## src/hdl/itoad_pkg.sv

```systemverilog
// ----------------------------------------------------------------------------
// itoad_pkg
// Shared types, constants and the digit-to-character function for the
// integer to ASCII digits core.
// ----------------------------------------------------------------------------
`timescale 1ns / 1ps
`default_nettype none

package itoad_pkg;

  localparam int NUM_CELLS = 16;
  localparam int DIGIT_W   = 4;
  localparam int POS_W     = 5;
  localparam int CHAR_W    = 8;
  localparam int ACTION_W  = 2;
  localparam int VALUE_W   = 64;

  // Format codes; any non-zero code selects hex, bit 1 selects upper case
  localparam logic [ACTION_W-1:0] ACT_DEC = 2'd0;

  // Control bundle broadcast to every digit cell
  typedef struct packed {
    logic clr;    // load zero into the cell
    logic shift;  // take the neighbor's bits this cycle
    logic dec;    // decimal (add-3 correction) instead of plain nibble shift
  } itoad_ctrl_t;

  // Map a digit value to its ASCII character
  function automatic logic [CHAR_W-1:0] digit_char(input logic [DIGIT_W-1:0] d,
                                                   input logic upper);
    logic [CHAR_W-1:0] base;
    if (d < 4'd10) begin
      base = 8'h30;
    end else if (upper) begin
      base = 8'h37;
    end else begin
      base = 8'h57;
    end
    return base + {4'h0, d};
  endfunction

endpackage

`default_nettype wire

```

## src/hdl/integer_to_ascii_digits_core.sv

```systemverilog
// ----------------------------------------------------------------------------
// integer_to_ascii_digits_core
// An accepted item is shifted through the digit cell chain, then a length
// state finds the digit count. The chain takes 2 bits per cycle in decimal
// and 4 in hex. A new item is taken only after the last character is issued;
// characters come out one per cycle while out_ready does not hold them back.
// Reset (rst_n low, synchronous) returns to idle and drops any pending item.
// ----------------------------------------------------------------------------
`timescale 1ns / 1ps
`default_nettype none

module integer_to_ascii_digits_core #(
  parameter int HEX_VALUE_WIDTH = 64,
  parameter int DEC_VALUE_WIDTH = 32
) (
  input  wire logic                                 clk,
  input  wire logic                                 rst_n,
  input  wire logic                                 in_valid,
  output logic                                      in_ready,
  input  wire logic [itoad_pkg::ACTION_W-1:0]       in_action,
  input  wire logic [itoad_pkg::VALUE_W-1:0]        in_value,
  output logic                                      out_valid,
  input  wire logic                                 out_ready,
  output logic      [itoad_pkg::CHAR_W-1:0]         out_ascii_char,
  output logic      [itoad_pkg::POS_W-1:0]          out_position,
  output logic                                      out_last
);

  localparam int HW4       = ((HEX_VALUE_WIDTH + 3) / 4) * 4;
  localparam int DW2       = ((DEC_VALUE_WIDTH + 1) / 2) * 2;
  localparam int SR_W      = (HW4 > DW2) ? HW4 : DW2;
  localparam int HEX_STEPS = HW4 / 4;
  localparam int DEC_STEPS = DW2 / 2;
  localparam int MAX_STEPS = (HEX_STEPS > DEC_STEPS) ? HEX_STEPS : DEC_STEPS;
  localparam int STEP_W    = $clog2(MAX_STEPS + 1);
  localparam int CELL_IW   = $clog2(itoad_pkg::NUM_CELLS);

  localparam logic [1:0] ST_IDLE  = 2'd0;
  localparam logic [1:0] ST_CONV  = 2'd1;
  localparam logic [1:0] ST_COUNT = 2'd2;
  localparam logic [1:0] ST_EMIT  = 2'd3;

  logic [1:0]                            state_r, state_nxt;
  logic [SR_W-1:0]                       sr_r, sr_nxt;
  logic [STEP_W-1:0]                     steps_r, steps_nxt;
  logic                                  dec_r, dec_nxt;
  logic                                  upper_r, upper_nxt;
  logic [itoad_pkg::POS_W-1:0]           left_r, left_nxt;
  logic [itoad_pkg::POS_W-1:0]           idx_r, idx_nxt;
  logic                                  out_valid_r, out_valid_nxt;
  logic [itoad_pkg::CHAR_W-1:0]          char_r, char_nxt;
  logic [itoad_pkg::POS_W-1:0]           pos_r, pos_nxt;
  logic                                  last_r, last_nxt;

  logic                                  in_fire;
  logic                                  in_is_dec;
  logic [SR_W-1:0]                       hex_load;
  logic [SR_W-1:0]                       dec_load;
  logic [itoad_pkg::DIGIT_W-1:0]         chain_in;
  logic [itoad_pkg::POS_W-1:0]           run_len;
  logic [CELL_IW-1:0]                    rd_idx;
  logic                                  out_free;
  itoad_pkg::itoad_ctrl_t                cell_ctrl;

  logic [itoad_pkg::DIGIT_W-1:0] cell_cin   [itoad_pkg::NUM_CELLS];
  logic [itoad_pkg::DIGIT_W-1:0] cell_cout  [itoad_pkg::NUM_CELLS];
  logic [itoad_pkg::DIGIT_W-1:0] cell_digit [itoad_pkg::NUM_CELLS];

  assign in_ready  = (state_r == ST_IDLE);
  assign in_fire   = in_valid && in_ready;
  assign in_is_dec = (in_action == itoad_pkg::ACT_DEC);
  assign out_free  = !out_valid_r || out_ready;

  // Align the used value bits to the top of the shift register
  assign hex_load = SR_W'(in_value[HEX_VALUE_WIDTH-1:0]) << (SR_W - HW4);
  assign dec_load = SR_W'(in_value[DEC_VALUE_WIDTH-1:0]) << (SR_W - DW2);

  // Feed the bottom cell from the top of the shift register
  assign chain_in = dec_r ? {2'b00, sr_r[SR_W-1 -: 2]} : sr_r[SR_W-1 -: 4];

  always_comb begin
    cell_ctrl.clr   = in_fire;
    cell_ctrl.shift = (state_r == ST_CONV);
    cell_ctrl.dec   = dec_r;
  end

  // Build the digit chain, least significant digit in cell 0
  for (genvar i = 0; i < itoad_pkg::NUM_CELLS; i++) begin : g_cell
    if (i == 0) begin : g_first
      assign cell_cin[i] = chain_in;
    end else begin : g_rest
      assign cell_cin[i] = cell_cout[i-1];
    end
    itoad_cell u_cell (
      .clk   (clk),
      .ctrl  (cell_ctrl),
      .cin   (cell_cin[i]),
      .cout  (cell_cout[i]),
      .digit (cell_digit[i])
    );
  end

  // Find the run length: highest non-zero cell, at least one digit
  always_comb begin
    run_len = itoad_pkg::POS_W'(1);
    for (int i = 0; i < itoad_pkg::NUM_CELLS; i++) begin
      if (cell_digit[i] != '0) begin
        run_len = itoad_pkg::POS_W'(i + 1);
      end
    end
  end

  assign rd_idx = CELL_IW'(left_r - itoad_pkg::POS_W'(1));

  // Sequence load, conversion, length and emission
  always_comb begin
    state_nxt     = state_r;
    sr_nxt        = sr_r;
    steps_nxt     = steps_r;
    dec_nxt       = dec_r;
    upper_nxt     = upper_r;
    left_nxt      = left_r;
    idx_nxt       = idx_r;
    out_valid_nxt = out_valid_r;
    char_nxt      = char_r;
    pos_nxt       = pos_r;
    last_nxt      = last_r;

    // Drop the held item once taken
    if (out_valid_r && out_ready) begin
      out_valid_nxt = 1'b0;
    end

    case (state_r)
      ST_IDLE: begin
        if (in_fire) begin
          dec_nxt   = in_is_dec;
          upper_nxt = !in_is_dec && in_action[1];
          sr_nxt    = in_is_dec ? dec_load : hex_load;
          steps_nxt = in_is_dec ? STEP_W'(DEC_STEPS) : STEP_W'(HEX_STEPS);
          state_nxt = ST_CONV;
        end
      end
      ST_CONV: begin
        sr_nxt    = dec_r ? (sr_r << 2) : (sr_r << 4);
        steps_nxt = steps_r - STEP_W'(1);
        if (steps_r == STEP_W'(1)) begin
          state_nxt = ST_COUNT;
        end
      end
      ST_COUNT: begin
        left_nxt  = run_len;
        idx_nxt   = '0;
        state_nxt = ST_EMIT;
      end
      ST_EMIT: begin
        if (out_free) begin
          out_valid_nxt = 1'b1;
          char_nxt      = itoad_pkg::digit_char(cell_digit[rd_idx], upper_r);
          pos_nxt       = idx_r + itoad_pkg::POS_W'(1);
          last_nxt      = (left_r == itoad_pkg::POS_W'(1));
          left_nxt      = left_r - itoad_pkg::POS_W'(1);
          idx_nxt       = idx_r + itoad_pkg::POS_W'(1);
          if (left_r == itoad_pkg::POS_W'(1)) begin
            state_nxt = ST_IDLE;
          end
        end
      end
      default: begin
        state_nxt = ST_IDLE;
      end
    endcase
  end

  // Control state
  always_ff @(posedge clk) begin
    if (!rst_n) begin
      state_r     <= ST_IDLE;
      out_valid_r <= 1'b0;
      dec_r       <= 1'b0;
      upper_r     <= 1'b0;
      left_r      <= '0;
      idx_r       <= '0;
      steps_r     <= '0;
    end else begin
      state_r     <= state_nxt;
      out_valid_r <= out_valid_nxt;
      dec_r       <= dec_nxt;
      upper_r     <= upper_nxt;
      left_r      <= left_nxt;
      idx_r       <= idx_nxt;
      steps_r     <= steps_nxt;
    end
  end

  // Payload
  always_ff @(posedge clk) begin
    sr_r   <= sr_nxt;
    char_r <= char_nxt;
    pos_r  <= pos_nxt;
    last_r <= last_nxt;
  end

  assign out_valid      = out_valid_r;
  assign out_ascii_char = char_r;
  assign out_position   = pos_r;
  assign out_last       = last_r;

endmodule

`default_nettype wire

```

## src/hdl/itoad_cell.sv

```systemverilog
// ----------------------------------------------------------------------------
// itoad_cell
// One digit cell of the conversion chain. In decimal mode it performs two
// shift-and-add-3 steps per cycle while ctrl.shift is set; in hex mode it takes
// its lower neighbor's whole nibble.
// ----------------------------------------------------------------------------
`timescale 1ns / 1ps
`default_nettype none

module itoad_cell (
  input  wire logic                          clk,
  input  wire itoad_pkg::itoad_ctrl_t        ctrl,
  input  wire logic [itoad_pkg::DIGIT_W-1:0] cin,
  output logic      [itoad_pkg::DIGIT_W-1:0] cout,
  output logic      [itoad_pkg::DIGIT_W-1:0] digit
);

  logic [itoad_pkg::DIGIT_W-1:0] digit_r;
  logic [itoad_pkg::DIGIT_W-1:0] digit_nxt;
  logic [itoad_pkg::DIGIT_W-1:0] step1_corr;
  logic [itoad_pkg::DIGIT_W-1:0] step1_digit;
  logic [itoad_pkg::DIGIT_W-1:0] step2_corr;
  logic [itoad_pkg::DIGIT_W-1:0] dec_digit;
  logic [itoad_pkg::DIGIT_W-1:0] dec_out;

  // Add 3 to a BCD digit of five or more before it is doubled
  function automatic logic [itoad_pkg::DIGIT_W-1:0] dabble(
      input logic [itoad_pkg::DIGIT_W-1:0] x);
    return (x >= 4'd5) ? x + 4'd3 : x;
  endfunction

  // Two dabble steps: cin[1] enters first, cin[0] second
  always_comb begin
    step1_corr  = dabble(digit_r);
    step1_digit = {step1_corr[2:0], cin[1]};
    step2_corr  = dabble(step1_digit);
    dec_digit   = {step2_corr[2:0], cin[0]};
    dec_out     = {2'b00, step1_corr[3], step2_corr[3]};
  end

  // Select next digit
  always_comb begin
    if (ctrl.clr) begin
      digit_nxt = '0;
    end else if (ctrl.shift) begin
      digit_nxt = ctrl.dec ? dec_digit : cin;
    end else begin
      digit_nxt = digit_r;
    end
  end

  always_ff @(posedge clk) begin
    digit_r <= digit_nxt;
  end

  assign cout  = ctrl.dec ? dec_out : digit_r;
  assign digit = digit_r;

endmodule

`default_nettype wire
```

## config.mk

```make
export PLATFORM = sky130hd
export DESIGN_NAME = integer_to_ascii_digits_core
export DESIGN_NICKNAME = d
export VERILOG_FILES = /design/src/hdl/itoad_pkg.sv /design/src/hdl/integer_to_ascii_digits_core.sv /design/src/hdl/itoad_cell.sv
export SDC_FILE = /design/constraint.sdc
export NUM_CORES = 1
export LEC_CHECK = 0
export ABC_AREA = 1
export BUFFER_PORTS_ARGS = -buffer_cell sky130_fd_sc_hd__buf_4
export CAP_MARGIN = 15
export CORE_MARGIN = 3
export CORE_UTILIZATION = 35
export CTS_BUF_LIST = sky130_fd_sc_hd__clkbuf_4 sky130_fd_sc_hd__clkbuf_8
export DETAILED_ROUTE_END_ITERATION = 10
export GPL_TIMING_DRIVEN = 1
export PLACE_DENSITY = 0.53
export SLEW_MARGIN = 20
export SYNTH_ARGS = -nofsm -noshare
export SYNTH_HDL_FRONTEND = slang
export SYNTH_HIERARCHICAL = 1
export SYNTH_SLANG_ARGS = --single-unit
```

## constraint.sdc

```tcl
create_clock -name clk -period 13.15 [get_ports clk]
set_input_delay 0 -clock clk [delete_from_list [all_inputs] [get_ports clk]]
set_output_delay 0 -clock clk [all_outputs]
set_load 0.005 [all_outputs]
```

[Word level (Yosys, flattened, before mapping)]
Index checks and enable logic that the tools add are counted.
Word-level totals
  flip-flop bits (word level): 162
  output and inout bits: 16
  logic and storage cells: 241
Operators by class
  add/sub/neg operators: 36
  magnitude comparators: 34
  eq/ne operators: 9
  mux-type cells: 104
  bitwise operators: 1
  reductions and logical operators: 30
Operators with widths (number)
  4-bit two-way mux: 64
  64-bit two-way mux: 3
  4-bit by 3-bit greater-or-equal comparator with 1-bit output (second input constant): 32
  64-bit one-hot mux with 2 select lines: 1
  4-bit by 2-bit adder with 4-bit output (second input constant): 30
  5-bit two-way mux: 17
  4-bit nonzero test: 15
  5-bit one-hot mux with 2 select lines: 3
  4-bit binary-select mux with 4-bit select: 1
  8-bit two-way mux: 2
  7-bit two-way mux: 2
  5-bit by 1-bit equality test with 1-bit output (second input constant): 2
  2-bit two-way mux: 5
  5-bit by 1-bit subtractor with 5-bit output (second input constant): 2
  8-bit by 4-bit adder with 8-bit output: 1
  2-bit one-hot mux with 4 select lines: 1
  2-bit AND reduction: 4
  3-bit by 2-bit adder with 3-bit output (second input constant): 2
  3-bit two-way mux: 2
  5-bit by 1-bit adder with 5-bit output (second input constant): 1
  5-bit greater-or-equal comparator (second input constant): 1
  4-bit NOT with 5-bit output: 1
  2-bit equality test (second input constant): 2
  2-bit logical NOT: 2
  other kinds (10): 18

[Logic depth before layout (Yosys ltp)]
  depth in word-level cells: 50
  mapped depth: 18
  mapped depth without buffers: 18

[Cells and area by module]
Netlist, hierarchy kept.
Modules (own cells, without submodules)
  itoad_cell: instances 16, cells each 65, area each 415.4 µm², sequential area each 80.1 µm²
  integer_to_ascii_digits_core: instances 1, cells each 756, area each 5983.2 µm², sequential area each 2742.6 µm²

[Least setup slack after synthesis]
No wires, ideal clock.
  path kind: reg2reg
  from: register state_r[1]
  to: register steps_r[4]
  setup time: 0.071 ns
  data arrival time: 5.396 ns
  path slack: 7.682 ns
  stages on the path, launching flop included: 9
  clock period less this slack: 5.468 ns
  path through: dfxtp_1 -> inv_1 -> ha_1 -> clkbuf_1 -> inv_1 -> o21ai_1 -> nand3_1 -> xor2_1 -> a21oi_1
RTL lines
  from (decl): RTL line integer_to_ascii_digits_core.sv:43  | logic [1:0] state_r, state_nxt;
  from (signal assigned): RTL line integer_to_ascii_digits_core.sv:186  | state_r <= state_nxt;
  to (signal assigned): RTL line integer_to_ascii_digits_core.sv:192  | steps_r <= steps_nxt;
  to (decl): RTL line integer_to_ascii_digits_core.sv:45  | logic [STEP_W-1:0] steps_r, steps_nxt;

[Worst setup path after layout]
  from: register left_r[0] (netlist name)
  to: register char_r (netlist bit out_ascii_char[6]) (data pin)
Between the ends
  longest elaborated chain between the ends: 10
Ends and longest elaborated chain
  from (decl): RTL line integer_to_ascii_digits_core.sv:48  | logic [itoad_pkg::POS_W-1:0] left_r, left_nxt;
  from (signal assigned): RTL line integer_to_ascii_digits_core.sv:190  | left_r <= left_nxt;
  5-bit by 1-bit subtractor with 5-bit output (*)
  4-bit NOT with 5-bit output (implied by the code) (*): RTL line integer_to_ascii_digits_core.sv:159  | char_nxt = itoad_pkg::digit_char(cell_digit[rd_idx], upper_r);
  4-bit binary-select mux with 4-bit select (*): RTL line integer_to_ascii_digits_core.sv:159
  4-bit two-way mux (implied by the code) (*) (2 in series): RTL line integer_to_ascii_digits_core.sv:159
  4-bit < comparator: RTL line itoad_pkg.sv:32  | if (d < 4'd10) begin
  7-bit two-way mux: RTL line itoad_pkg.sv:32
  8-bit two-way mux: RTL line integer_to_ascii_digits_core.sv:157  | if (out_free) begin
  8-bit two-way mux: RTL line integer_to_ascii_digits_core.sv:134  | case (state_r)
  8-bit by 4-bit adder with 8-bit output (*): RTL line itoad_pkg.sv:39  | return base + {4'h0, d};
  to (signal assigned): RTL line integer_to_ascii_digits_core.sv:199  | char_r <= char_nxt;
  to (decl): RTL line integer_to_ascii_digits_core.sv:51  | logic [itoad_pkg::CHAR_W-1:0] char_r, char_nxt;
Mark *: on every way between the ends. The rest lies on a longest branch, timed or not. The select of a mux whose other input is x is not followed.
A chain may end at the register's enable or synchronous reset.

==> impl_results.md <==
* 1st-pass router iterations at 5
* Busiest grt layer: met2
* Cts bufs inserted at 17
* Worst slew pin tran at 0.950 ns
* Initial antenna violation count at 0
* Depth of the CTS H-tree at 4
* CP startpoint: left_r[0]$_SDFFE_PN0P_
* CTS clk-pin slew, worst paths at approximately 0.09 ns
* Power Dens Cells at around 270 nW/um^2
* Fmax at between 200 and 250 MHz
* Drc violations at 0
* Worst setup margin at 8.73 ns
* FP Rows at between 60 and 70
* Worst-path cell with the longest stage delay: ha_1
* Setup crit start kind: register
* Mapped Cells at 1788
* Crit path capture type: register
* Flop pwr share at 0.280
* Critical Path AT at about 4.6 ns
* Most frequent CP cell: nand2_1
* Syn avg cell area at ~7 sq um
* First-pass GRT wire length at ~57000 um
* Outcome: complete, no violations
* RSZ-0062 raised after global routing: no
* Met2 Use GR at 0.308
* Vias in the first global route at about 11000
* Reg2Reg Capture Point: out_ascii_char[6]$_DFFE_PP_
* WHS at 0.148 ns
* Largest net degree at the start of global routing at 87
* Dpl ws at 8.25 ns
* DIE WIDTH at between 150 and 200 um
* TritonCTS clock tree: yes
* Cells along the critical path: inv_2, ha_1, inv_1, a21oi_1, a22oi_1, nand2_1, o211ai_1, nand2_1, inv_2, nand2_4, nand2_4, ha_1, fa_1, inv_1, o21a_1, nand2_1
* Pleak at ~6.3 nW
* Clock Sink Count at between 150 and 200
* # IOs at between 80 and 90
* WL/cell at ~15 um
* Worst r2r src: left_r[0]$_SDFFE_PN0P_
* Max-slew violations at 0
* Root buf cell: clkbuf_8
* Number of I/O port buffers at 85
* Post-cts sizing count at 0
* Met1 Use GR at 0.237
* Clk Latency, worst-skew pair at between 0.4 and 0.5 ns
* Final wirelength at 34600 um
* Total Die Area at 38300 sq um
* Min Clock Period, post-route at 4.42 ns
* Fin nets at 2024
* Clock skew at 0.0223 ns
* Initial Utilization at 0.360
* Worst R2R Path Depth at 16
* Crit Path Class: register to register
* DR iter-0 viols at approximately 700
* Ys Warns at 6
* Hpwl dp at 23700 um
* Cell-internal power at 1.91 mW
* Clk buf depth at 2
* Core footprint at 35000 sq um
* Share of layout cells above drive strength 1 at 0.180
* Comb power frac at 0.619
* Hold wc startpoint: in_action[0]
* Setup TNS Final at 0 ns
* Via density at 4.98
* Gr usage total at 0.178
* Die Ht at 196 um
* Gp weighted congestion at around 0.83
* Antenna cells at 0
* Synth-to-Final Area Change at 16.1%
* Slew margin rel. at 0.367
* Sw Share at 0.516
* Syn Nets at about 1900
* GRT Residual Overflow at 0
* Design Power at 3.96 mW
* Worst IR Drop VDD at between 0.00015 and 0.0002 V
* Clock network power share at 0.101
* # setup viols final at 0
* Required time worst endpoint at ~13 ns
* Antenna-violating nets left at 0
* Mapped cell area at roughly 13000 sq um
* Tcrit/Tclk final at 0.336
* Vias at roughly 12000
* CP Max Fanout at 39
* WHS Path Cells at 5
* Switch Pwr at 2.04 mW
* Critical Path Max Stage Delay at approximately 0.80 ns
* Worst hold path class: primary input to register
* GR Layer Usage met3 at 0.0251
* Final hold viol count at 0
* R2R Setup Slk at between 8 and 9 ns
* WHS Endpoint: dec_r$_SDFFE_PN0P_
* Max-cap viol count at 0
==> power by group through the flow <==
stage          Clock (mW)  Sequential (mW)  Combinational (mW)
6_report            0.399             1.11                2.45
2_1_floorplan           0            0.998                2.04
4_1_cts             0.410             1.11                2.46
5_1_grt             0.431             1.14                2.80
3_5_place_dp            0             1.12                2.43
3_3_place_gp            0             1.12                2.39
==> worst max-delay path by stage <==
stage | endpoint | cells past startpoint
2_1_floorplan | steps_r[4]$_SDFFE_PN0P_ | 8
3_3_place_gp | out_ascii_char[6]$_DFFE_PP_ | 16
3_5_place_dp | out_ascii_char[6]$_DFFE_PP_ | 16
4_1_cts | out_ascii_char[6]$_DFFE_PP_ | 16
5_1_grt | out_ascii_char[6]$_DFFE_PP_ | 16
6_report | out_ascii_char[6]$_DFFE_PP_ | 16
==> registers in the layout, summed over array words and instances, names as in the netlist <==
signal               cells
out_last                 1
state_r                  2
out_ascii_char           8
steps_r                  5
dec_r                    1
upper_r                  1
g_cell.u_cell/digit     64
out_valid                1
idx_r                    5
left_r                   5
sr_r                    64
out_position             5
==> layout by cell type (no fill, tap or decap), types with 3 or more instances in the layout <==
cell,count
o21ai_1,32
a31oi_1,4
o211ai_2,3
nand3_2,16
xor2_1,19
o211ai_1,3
a21oi_2,17
a21oi_1,123
nand2_4,51
o21ai_0,205
nor2_1,216
o22ai_1,45
nor4_1,9
ha_1,42
nand2_2,84
a22oi_1,7
nand3_1,138
o21a_1,3
xnor2_1,3
nand2_1,253
clkbuf_8,19
dlygate4sd3_1,74
inv_6,4
nand3b_1,16
buf_4,95
edfxtp_1,78
dfxtp_1,82
inv_2,40
inv_1,210
==> routing by layer <==
layer,vias to the layer above,share of wire
met2,219,0.49
met3,24,0.036
li1,6167,-
met4,0,0.011
met5,-,0
met1,5440,0.47
==> critical path: cells and delay by family (launching register included) <==
kind / cells / cell delay, ns
AOI/OAI and AO/OA: 4 / 0.58
DFF: 1 / 0.77
and+or+nand+nor: 5 / 0.44
buffers and inverters: 4 / 0.97
adders and majority gates: 3 / 1.39
==> timing repair <==
| item | CTS | global route |
|---|---|---|
| setup buffers | 0 | 0 |
| hold buffers | 74 | 0 |
| endpoints found under the hold margin | 83 | 0 |
==> layout make-up <==
cell class | instances | area, sq um
multi-input cells | 1310 | 7220
inverters | 250 | 938
repair buffers | 169 | 1450
fillers | 3623 | 20400
clock buffers | 20 | 269
flip-flops and latches | 162 | 4030
clock inverters | 12 | 143
well taps | 455 | 569
==> per-stage QoR <==
stage,instance area [sq um],utilization,instances
global placement,13500,0.385,2272
CTS,14600,0.418,2378
floorplan,12600,-,1788
detailed placement,13500,0.385,2272
finish,14600,0.418,2378
global route,14600,0.418,2378
Power figures use the tool's default switching activity.
